$ cat src/hdl/jtp_pkg.sv
// ----------------------------------------------------------------------------
// jtp_pkg: shared types and constants for the permutation stepper
// Sizes of the arrangement store, command codes and the control word
// that the sequencer sends to the rotating element store.
// ----------------------------------------------------------------------------
package jtp_pkg;

  localparam int MaxElements = 16;
  localparam int IdxW        = $clog2(MaxElements);
  localparam int CountW      = $clog2(MaxElements + 1);
  localparam int ValW        = 8;
  localparam int CmdW        = 2;
  localparam int PosW        = 4;

  localparam logic [CmdW-1:0] CmdLoad    = 2'd0;
  localparam logic [CmdW-1:0] CmdAdvance = 2'd1;
  localparam logic [CmdW-1:0] CmdRead    = 2'd2;

  localparam logic [CountW-1:0] CountReset = CountW'(MaxElements);

  typedef struct packed {
    logic            load;
    logic [IdxW-1:0] load_pos;
    logic [ValW-1:0] load_val;
    logic            shift;
    logic            swap;
    logic            flip;
  } ring_ctl_t;

endpackage

$ cat src/hdl/jtp_if.sv
// ----------------------------------------------------------------------------
// jtp_in_if / jtp_out_if: command and result channels
// Valid/ready channels; a word moves when valid and ready are both high.
// ----------------------------------------------------------------------------
interface jtp_in_if;
  logic                      valid;
  logic                      ready;
  logic [jtp_pkg::CmdW-1:0]  command;
  logic [jtp_pkg::PosW-1:0]  position;
  logic [jtp_pkg::ValW-1:0]  element_value;

  modport source (output valid, output command, output position, output element_value,
                  input ready);
  modport sink   (input valid, input command, input position, input element_value,
                  output ready);
endinterface

interface jtp_out_if;
  logic                      valid;
  logic                      ready;
  logic [jtp_pkg::PosW-1:0]  out_position;
  logic [jtp_pkg::ValW-1:0]  out_value;
  logic                      faces_left;
  logic                      last_of_run;
  logic                      finished;

  modport source (output valid, output out_position, output out_value, output faces_left,
                  output last_of_run, output finished, input ready);
  modport sink   (input valid, input out_position, input out_value, input faces_left,
                  input last_of_run, input finished, output ready);
endinterface

$ cat src/hdl/jtp_ring.sv
// ----------------------------------------------------------------------------
// jtp_ring: rotating element store
// Holds values and direction marks; rotates one place per shift so the
// element under work always sits at the head, with fixed neighbour taps.
// ----------------------------------------------------------------------------
module jtp_ring (
  input  logic                      clk_i,
  input  logic                      rst_ni,
  input  jtp_pkg::ring_ctl_t        ctl_i,
  output logic [jtp_pkg::ValW-1:0]  head_val_o,
  output logic                      head_left_o,
  output logic [jtp_pkg::ValW-1:0]  next_val_o,
  output logic [jtp_pkg::ValW-1:0]  tail_val_o
);

  localparam int Depth = jtp_pkg::MaxElements;

  logic [jtp_pkg::ValW-1:0] val_q  [Depth];
  logic [jtp_pkg::ValW-1:0] val_d  [Depth];
  logic                     left_q [Depth];
  logic                     left_d [Depth];

  always_comb begin
    for (int k = 0; k < Depth; k++) begin
      val_d[k]  = val_q[k];
      left_d[k] = left_q[k];
    end
    if (ctl_i.load) begin
      val_d[ctl_i.load_pos]  = ctl_i.load_val;
      left_d[ctl_i.load_pos] = 1'b1;
    end else if (ctl_i.shift) begin
      for (int k = 0; k < Depth - 1; k++) begin
        val_d[k]  = val_q[k+1];
        left_d[k] = left_q[k+1];
      end
      if (ctl_i.swap) begin
        // park the head one step, send its neighbour round first
        val_d[0]        = val_q[0];
        left_d[0]       = left_q[0];
        val_d[Depth-1]  = val_q[1];
        left_d[Depth-1] = left_q[1];
      end else begin
        val_d[Depth-1]  = val_q[0];
        left_d[Depth-1] = left_q[0] ^ ctl_i.flip;
      end
    end
  end

  always_ff @(posedge clk_i or negedge rst_ni) begin
    if (!rst_ni) begin
      for (int k = 0; k < Depth; k++) begin
        val_q[k]  <= '0;
        left_q[k] <= 1'b1;
      end
    end else begin
      for (int k = 0; k < Depth; k++) begin
        val_q[k]  <= val_d[k];
        left_q[k] <= left_d[k];
      end
    end
  end

  assign head_val_o  = val_q[0];
  assign head_left_o = left_q[0];
  assign next_val_o  = val_q[1];
  assign tail_val_o  = val_q[Depth-1];

endmodule

$ cat src/hdl/jtp_eval.sv
// ----------------------------------------------------------------------------
// jtp_eval: shared element compare unit
// Judges the head element once per cycle: whether it is mobile and beats
// the best so far, and whether it is greater than the chosen value.
// ----------------------------------------------------------------------------
module jtp_eval (
  input  logic [jtp_pkg::IdxW-1:0]    idx_i,
  input  logic [jtp_pkg::CountW-1:0]  count_i,
  input  logic [jtp_pkg::ValW-1:0]    cur_val_i,
  input  logic                        cur_left_i,
  input  logic [jtp_pkg::ValW-1:0]    prev_val_i,
  input  logic [jtp_pkg::ValW-1:0]    next_val_i,
  input  logic [jtp_pkg::ValW-1:0]    best_i,
  input  logic                        found_i,
  output logic                        take_o,
  output logic                        above_o
);

  logic [jtp_pkg::CountW-1:0] idx_ext;
  logic                       in_use;
  logic                       mobile;

  assign idx_ext = jtp_pkg::CountW'(idx_i);
  assign in_use  = idx_ext < count_i;
  assign above_o = cur_val_i > best_i;

  always_comb begin
    if (cur_left_i) begin
      mobile = (idx_i != '0) && (cur_val_i > prev_val_i);
    end else begin
      mobile = ((idx_ext + 1'b1) < count_i) && (cur_val_i > next_val_i);
    end
  end

  assign take_o = in_use && mobile && (!found_i || above_o);

endmodule

$ cat src/hdl/johnson_trotter_permutation_step.sv
// ----------------------------------------------------------------------------
// johnson_trotter_permutation_step: Steinhaus-Johnson-Trotter stepper
// Holds a byte arrangement with direction marks and steps it one
// permutation per advance command.
// ----------------------------------------------------------------------------
// A load writes one element and gives no result. A read rotates the store
// once, one element per cycle unless the output stalls, and emits the first
// count elements (a count of 0 acts as 1, above 16 as 16). An advance makes
// a scan pass to find the mobile element, an update pass to reverse larger
// elements and make the swap (skipped when nothing is mobile), then the emit
// pass. The next command is taken in the cycle after a pass ends. In the
// scan and update passes the rotating store presents one element per cycle
// to the single compare unit. Commands are refused while a pass is running;
// command 3 is dropped.
module johnson_trotter_permutation_step (
  input  logic                        clk_i,
  input  logic                        rst_ni,
  jtp_in_if.sink                      in_i,
  jtp_out_if.source                   out_o,
  input  logic                        cfg_we_i,
  input  logic [jtp_pkg::CountW-1:0]  cfg_wdata_i
);

  localparam logic [1:0] SIdle   = 2'd0;
  localparam logic [1:0] SScan   = 2'd1;
  localparam logic [1:0] SUpdate = 2'd2;
  localparam logic [1:0] SEmit   = 2'd3;

  localparam logic [jtp_pkg::IdxW-1:0] IdxLast = jtp_pkg::IdxW'(jtp_pkg::MaxElements - 1);

  logic [1:0]                  state_q, state_d;
  logic [jtp_pkg::IdxW-1:0]    idx_q, idx_d;
  logic [jtp_pkg::CountW-1:0]  cnt_q;
  logic [jtp_pkg::CountW-1:0]  count;
  logic [jtp_pkg::ValW-1:0]    best_q, best_d;
  logic [jtp_pkg::IdxW-1:0]    mob_q, mob_d;
  logic [jtp_pkg::IdxW-1:0]    lo_q, lo_d;
  logic                        found_q, found_d;
  logic                        done_q, done_d;

  jtp_pkg::ring_ctl_t          ctl;
  logic [jtp_pkg::ValW-1:0]    head_val;
  logic                        head_left;
  logic [jtp_pkg::ValW-1:0]    next_val;
  logic [jtp_pkg::ValW-1:0]    tail_val;
  logic                        take;
  logic                        above;
  logic                        in_fire;
  logic                        in_use;
  logic                        step;

  always_comb begin
    if (cnt_q == '0) begin
      count = jtp_pkg::CountW'(1);
    end else if (cnt_q > jtp_pkg::CountW'(jtp_pkg::MaxElements)) begin
      count = jtp_pkg::CountW'(jtp_pkg::MaxElements);
    end else begin
      count = cnt_q;
    end
  end

  jtp_ring u_ring (
    .clk_i       (clk_i),
    .rst_ni      (rst_ni),
    .ctl_i       (ctl),
    .head_val_o  (head_val),
    .head_left_o (head_left),
    .next_val_o  (next_val),
    .tail_val_o  (tail_val)
  );

  jtp_eval u_eval (
    .idx_i      (idx_q),
    .count_i    (count),
    .cur_val_i  (head_val),
    .cur_left_i (head_left),
    .prev_val_i (tail_val),
    .next_val_i (next_val),
    .best_i     (best_q),
    .found_i    (found_q),
    .take_o     (take),
    .above_o    (above)
  );

  assign in_i.ready = (state_q == SIdle);
  assign in_fire    = in_i.valid && in_i.ready;
  assign in_use     = jtp_pkg::CountW'(idx_q) < count;

  assign out_o.valid        = (state_q == SEmit) && in_use;
  assign out_o.out_position = jtp_pkg::PosW'(idx_q);
  assign out_o.out_value    = head_val;
  assign out_o.faces_left   = head_left;
  assign out_o.last_of_run  = (jtp_pkg::CountW'(idx_q) + 1'b1) == count;
  assign out_o.finished     = done_q;

  assign step = !out_o.valid || out_o.ready;

  always_comb begin
    state_d = state_q;
    idx_d   = idx_q;
    best_d  = best_q;
    mob_d   = mob_q;
    lo_d    = lo_q;
    found_d = found_q;
    done_d  = done_q;
    ctl     = '0;
    ctl.load_pos = jtp_pkg::IdxW'(in_i.position);
    ctl.load_val = in_i.element_value;
    unique case (state_q)
      SIdle: begin
        if (in_fire) begin
          idx_d = '0;
          unique case (in_i.command)
            jtp_pkg::CmdLoad: begin
              ctl.load = 1'b1;
            end
            jtp_pkg::CmdAdvance: begin
              found_d = 1'b0;
              done_d  = 1'b0;
              best_d  = '0;
              state_d = SScan;
            end
            jtp_pkg::CmdRead: begin
              done_d  = 1'b0;
              state_d = SEmit;
            end
            default: begin
            end
          endcase
        end
      end
      SScan: begin
        ctl.shift = 1'b1;
        idx_d     = idx_q + 1'b1;
        if (take) begin
          found_d = 1'b1;
          best_d  = head_val;
          mob_d   = idx_q;
          lo_d    = head_left ? idx_q - 1'b1 : idx_q;
        end
        if (idx_q == IdxLast) begin
          if (found_d) begin
            state_d = SUpdate;
          end else begin
            done_d  = 1'b1;
            state_d = SEmit;
          end
        end
      end
      SUpdate: begin
        ctl.shift = 1'b1;
        ctl.swap  = (idx_q == lo_q);
        ctl.flip  = above && in_use;
        idx_d     = idx_q + 1'b1;
        if (idx_q == IdxLast) begin
          state_d = SEmit;
        end
      end
      SEmit: begin
        if (step) begin
          ctl.shift = 1'b1;
          idx_d     = idx_q + 1'b1;
          if (idx_q == IdxLast) begin
            state_d = SIdle;
          end
        end
      end
      default: begin
        state_d = SIdle;
      end
    endcase
  end

  always_ff @(posedge clk_i or negedge rst_ni) begin
    if (!rst_ni) begin
      state_q <= SIdle;
      idx_q   <= '0;
      cnt_q   <= jtp_pkg::CountReset;
      found_q <= 1'b0;
      done_q  <= 1'b0;
    end else begin
      state_q <= state_d;
      idx_q   <= idx_d;
      found_q <= found_d;
      done_q  <= done_d;
      if (cfg_we_i) begin
        cnt_q <= cfg_wdata_i;
      end
    end
  end

  always_ff @(posedge clk_i) begin
    best_q <= best_d;
    mob_q  <= mob_d;
    lo_q   <= lo_d;
  end

  a_idle_no_output: assert property (@(posedge clk_i) disable iff (!rst_ni)
    in_i.ready |-> !out_o.valid)
    else $error("result offered while idle");

  a_work_no_output: assert property (@(posedge clk_i) disable iff (!rst_ni)
    (state_q == SScan || state_q == SUpdate) |-> !out_o.valid)
    else $error("result offered during scan or update");

  a_update_needs_mobile: assert property (@(posedge clk_i) disable iff (!rst_ni)
    state_q == SUpdate |-> found_q)
    else $error("update pass without a mobile element");

  a_done_excludes_found: assert property (@(posedge clk_i) disable iff (!rst_ni)
    done_q |-> !found_q)
    else $error("finished flag raised with a mobile element found");

  a_swap_at_mobile: assert property (@(posedge clk_i) disable iff (!rst_ni)
    (state_q == SUpdate && idx_q == lo_q) |-> (lo_q == mob_q || lo_q + 1'b1 == mob_q))
    else $error("swap position not next to the mobile element");

endmodule

$ cat src/flat_wrapper.sv
// flat-port wrapper written by rule: the top's interface ports become plain ports
module johnson_trotter_permutation_step_flat 
  (clk_i, rst_ni, cfg_we_i, cfg_wdata_i, in_i_valid, in_i_command, in_i_position, in_i_element_value, in_i_ready, out_o_valid, out_o_out_position, out_o_out_value, out_o_faces_left, out_o_last_of_run, out_o_finished, out_o_ready);
  jtp_in_if in_i_i ();
  jtp_out_if out_o_i ();
  input  logic clk_i;
  input  logic rst_ni;
  input  logic cfg_we_i;
  input  logic [jtp_pkg::CountW-1:0] cfg_wdata_i;
  input wire logic [$bits(in_i_i.valid)-1:0] in_i_valid;
  input wire logic [$bits(in_i_i.command)-1:0] in_i_command;
  input wire logic [$bits(in_i_i.position)-1:0] in_i_position;
  input wire logic [$bits(in_i_i.element_value)-1:0] in_i_element_value;
  output wire logic [$bits(in_i_i.ready)-1:0] in_i_ready;
  output wire logic [$bits(out_o_i.valid)-1:0] out_o_valid;
  output wire logic [$bits(out_o_i.out_position)-1:0] out_o_out_position;
  output wire logic [$bits(out_o_i.out_value)-1:0] out_o_out_value;
  output wire logic [$bits(out_o_i.faces_left)-1:0] out_o_faces_left;
  output wire logic [$bits(out_o_i.last_of_run)-1:0] out_o_last_of_run;
  output wire logic [$bits(out_o_i.finished)-1:0] out_o_finished;
  input wire logic [$bits(out_o_i.ready)-1:0] out_o_ready;
  assign in_i_i.valid = in_i_valid;
  assign in_i_i.command = in_i_command;
  assign in_i_i.position = in_i_position;
  assign in_i_i.element_value = in_i_element_value;
  assign in_i_ready = in_i_i.ready;
  assign out_o_valid = out_o_i.valid;
  assign out_o_out_position = out_o_i.out_position;
  assign out_o_out_value = out_o_i.out_value;
  assign out_o_faces_left = out_o_i.faces_left;
  assign out_o_last_of_run = out_o_i.last_of_run;
  assign out_o_finished = out_o_i.finished;
  assign out_o_i.ready = out_o_ready;
  johnson_trotter_permutation_step u_core (.clk_i(clk_i), .rst_ni(rst_ni), .in_i(in_i_i), .out_o(out_o_i), .cfg_we_i(cfg_we_i), .cfg_wdata_i(cfg_wdata_i));
endmodule
$ cat config.mk
export PLATFORM = sky130hd
export DESIGN_NAME = johnson_trotter_permutation_step_flat
export DESIGN_NICKNAME = d
export VERILOG_FILES = /design/src/hdl/jtp_pkg.sv /design/src/hdl/jtp_if.sv /design/src/hdl/jtp_ring.sv /design/src/hdl/jtp_eval.sv /design/src/hdl/johnson_trotter_permutation_step.sv /design/src/flat_wrapper.sv
export SDC_FILE = /design/constraint.sdc
export NUM_CORES = 1
export LEC_CHECK = 0
export BUFFER_PORTS_ARGS = -buffer_cell sky130_fd_sc_hd__buf_4
export CAP_MARGIN = 40
export CORE_ASPECT_RATIO = 0.5
export CORE_MARGIN = 2
export CORE_UTILIZATION = 35
export DETAILED_ROUTE_END_ITERATION = 10
export PLACE_DENSITY = 0.58
export SETUP_SLACK_MARGIN = 0.4
export SLEW_MARGIN = 20
export SYNTH_ARGS = -nofsm -noshare
export SYNTH_HDL_FRONTEND = slang
export SYNTH_SLANG_ARGS = --single-unit
$ cat constraint.sdc
create_clock -name clk_i -period 3.3 [get_ports clk_i]
set_input_delay 0.99 -clock clk_i [delete_from_list [all_inputs] [get_ports clk_i]]
set_output_delay 0.99 -clock clk_i [all_outputs]
set_load 0.02 [all_outputs]
==> run_results.csv <==
group,metric,value,unit
status,status,"complete, no violations",
setup_path,crit_type,"reg -> out",
cts,clockBufferDepth,2,
cts,cts-buffers-inserted,17,
setup_path,max_stage_delay,0.42,ns
timing,hold_violations,0,
cells_and_area,final_cell_mix,"nor2_1 (154), nand2_1 (144), dfrtp_1 (138)",
die,start_util,0.354,
setup_path,arrival,2.06,ns
global_route,gr-total-overflow,0,
cts,htree_levels,4,
yosys,synth_simple_gate_area_frac,0.183,
setup_path,cp.required,2.31,ns
routing,initialDrtViolationCount,514,
cells_and_area,drive_above_1_share,0.148,
die,row_count,41,
setup_path,critPathBufInv,1,
cts,cts-root-buf,"clkbuf_16",
yosys,synth_cell_types,59,
setup_path,crit_path_start_kind,"flip-flop",
yosys,synthesis.nets,1086,
yosys,synth_edf_count,12,
die,die_w,229,µm
global_route,grt_util_all_layers,0.179,
timing,clock_skew,0.00910,ns
yosys,ys.flop_type,"dfrtp_1",
placement,place_hpwl,15.0,mm
yosys,synthXorXnorAreaFrac,0.00887,
pwr,powerDensity,1130,nW/µm²
yosys,postSynth.asyncResetShare,0.929,
run,cap_violations,0,
global_route,antenna_found_initial,0,
yosys,synth.area.mux_share,0.0163,
hold_path,hold_class,"reg -> reg",
placement,portBuffers,40,
pwr,power.total,11.6,mW
die,die_area,26700,µm²
timing,maxSlewHeadroom,0.620,
setup_path,cp_max_fo,3,
yosys,synthAdderAreaFrac,0.0592,
yosys,avgSynthCellArea,8.71,µm²
pwr,ir_drop,0.653,mV
cts,clkSlewWorstSetupHoldPaths,0.06,ns
setup_path,cp-end-kind,"output port",
timing,period_share,0.923,
placement,gp_congestion,0.817,
setup_path,worstSetupPathDepth,7,
timing,fin_crit,3.05,ns
die,core-area,25100,µm²
setup_path,cpMaxStageDelayCell,"dfrtp_1",
setup_path,crit_top_cell,"ha_4",
routing,wirelength,23.0,mm
timing,tightest_slew,0.570,ns
yosys,synth-compound-area-share,0.195,
yosys,yosysTopAreaCell,"dfrtp_1",
cells_and_area,area_growth,15.5,%
routing,route.detailed.drc,0,
cells_and_area,antenna_cells,0,
global_route,grt_pass1_vias,7136,
timing,slew_viol_final,0,
timing,setup_viol,0,
yosys,netlist_area,8880,µm²
yosys,synth_seq_area_share,0.485,
yosys,synth.top_cell.area_share,0.394,
setup_path,path_cells,"ha_4 > nor2b_1 > or2_4 > ha_4 > nand4_1 > nor2_2 > buf_6",
cts,clock-sinks,169,
setup_path,rrSetupSlack,0.62,ns
cts,clk_latency,0.44,ns
yosys,syn_inst,1020,
global_route,grt_max_degree,119,
routing,drtAntennaViolNets,0,
yosys,synth_area_leaders,"dfrtp_1 (39%), a21oi_1 (7.7%), nor2_1 (6.6%)",
setup_path,reg2reg_depth,11,
timing,fmax,328,MHz
timing,setup_tns,0,ns
timing,rsz0062_at_grt,"yes",
cts,ctsHoldBuffers,0,
global_route,grt_pass1_wl,38.3,mm
routing,viasPerCell,5.16,
cells_and_area,finalCoreUtilization,0.409,
yosys,synth_seq_cells,169,
cells_and_area,multi_input_area,4180,µm²
die,die-height,117,µm
timing,worst_slack,0.255,ns
placement,pre_cts_slack,0.346,ns
yosys,yosysWarnings,0,
yosys,synth_top_family_by_area,"compound AO/OA/AOI/OAI gates",
cts,tritoncts,"yes",
cells_and_area,register_area,4310,µm²
routing,wl_per_cell,16.4,µm
routing,vias,7250,
setup_path,cpLargestDelayFamily,"simple AND/OR/NAND/NOR gates",
pwr,leakagePower,4.69,nW
hold_path,holdPathStages,2,
routing,drt-pass1-iter-count,5,
cells_and_area,final_common_cell,"nor2_1",
cells_and_area,num-nets-final,1114,
die,io-pin-count,41,
cells_and_area,fillCellCount,2461,
[worst paths after layout]
kind	start	endpoint
worst min-delay path	u_core.u_ring.left_q[5]$_DFFE_PN1P_	u_core.u_ring.left_q[6]$_DFFE_PN1P_
worst min register to register	u_core.u_ring.left_q[5]$_DFFE_PN1P_	u_core.u_ring.left_q[6]$_DFFE_PN1P_
max in group asynchronous	rst_ni	u_core.out_o.out_position[2]$_DFFE_PN0P_
worst max register to register	u_core.out_o.out_position[1]$_DFFE_PN0P_	u_core.best_q[5]$_SDFFCE_PN0P_
worst max-delay path	u_core.out_o.out_position[0]$_DFFE_PN0P_	out_o_last_of_run
min in group asynchronous	rst_ni	u_core.u_ring.val_q[45]$_DFFE_PN0P_
[worst register-to-register path, cell delays in order (launching register included)]
cell and delay [ns]:
dfrtp_2 0.43, buf_4 0.17, inv_1 0.11, ha_4 0.22, ha_1 0.28, nand4_1 0.12, buf_4 0.12, nor2_1 0.03
nor4_1 0.22, o2111ai_1 0.25, nand3_1 0.15, o311a_2 0.30
[final cells by class]
cell class / count / share of cell area
Sequential cell: 169 / 0.420
Multi-Input combinational cell: 751 / 0.408
Tap cell: 344 / 0.0419
Clock buffer: 24 / 0.0500
Inverter: 43 / 0.0160
Timing Repair Buffer: 66 / 0.0538
Clock inverter: 8 / 0.0102
[logic make-up after synthesis]
| family | count (synthesis) |
|---|---|
| simple gates | 377 |
| xor+xnor | 9 |
| fa+ha+maj | 42 |
| compound gates | 309 |
| buf+inv | 100 |
| flops | 169 |
| mux | 14 |
[layer usage]
metal  track usage  vias up  routed length (µm)
li1              -     3548                   -
met1         0.245     3545               11200
met2         0.298      134               10800
met3        0.0288       23                 747
met4        0.0528        0                 313
met5             0        -                   0
[state kept, by name (all words and copies together), names as in the netlist]
| name | count |
|---|---|
| u_core.cnt_q | 5 |
| u_core.state_q | 2 |
| u_core.found_q | 1 |
| u_core.out_o.finished | 1 |
| u_core.out_o.out_position | 4 |
| u_core.lo_q | 4 |
| u_core.u_ring.head_val_o | 8 |
| u_core.u_ring.next_val_o | 8 |
| u_core.best_q | 8 |
| u_core.u_ring.left_q | 15 |
| u_core.u_ring.val_q | 104 |
| u_core.u_ring.tail_val_o | 8 |
| u_core.u_ring.head_left_o | 1 |
[cell usage after synthesis (13+ instances only)]
master,count
buf_2,14
dfrtp_1,140
dfstp_2,17
inv_1,41
nand2_1,147
o21ai_1,16
ha_1,42
clkbuf_1,27
nor2_1,156
o21ai_0,103
nand3_1,13
a21oi_1,136
[timing repair]
action,CTS,global route
setup buffers,9,3
endpoints found under the hold margin,0,0
resized for setup,19,3
setup endpoints to repair,10,10
cloned,0,0
pin swaps,7,4
[report_power, final]
part           switching, mW  total (mW)  internal, mW
clock network          0.857        2.10          1.25
registers              0.637        3.71          3.07
logic                   3.56        5.75          2.19
total                   5.05        11.6          6.51
[metrics by stage]
step | hold slack (ns) | instance area [µm²] | instances
2_1_floorplan | 0.450 | 8880 | 1020
3_3_place_gp | 0.461 | 9450 | 1360
3_5_place_dp | 0.468 | 9450 | 1360
4_1_cts | 0.476 | 10200 | 1401
5_1_grt | 0.498 | 10300 | 1405
6_report | 0.474 | 10300 | 1405
Note: power is estimated with default switching activity, not from simulation.
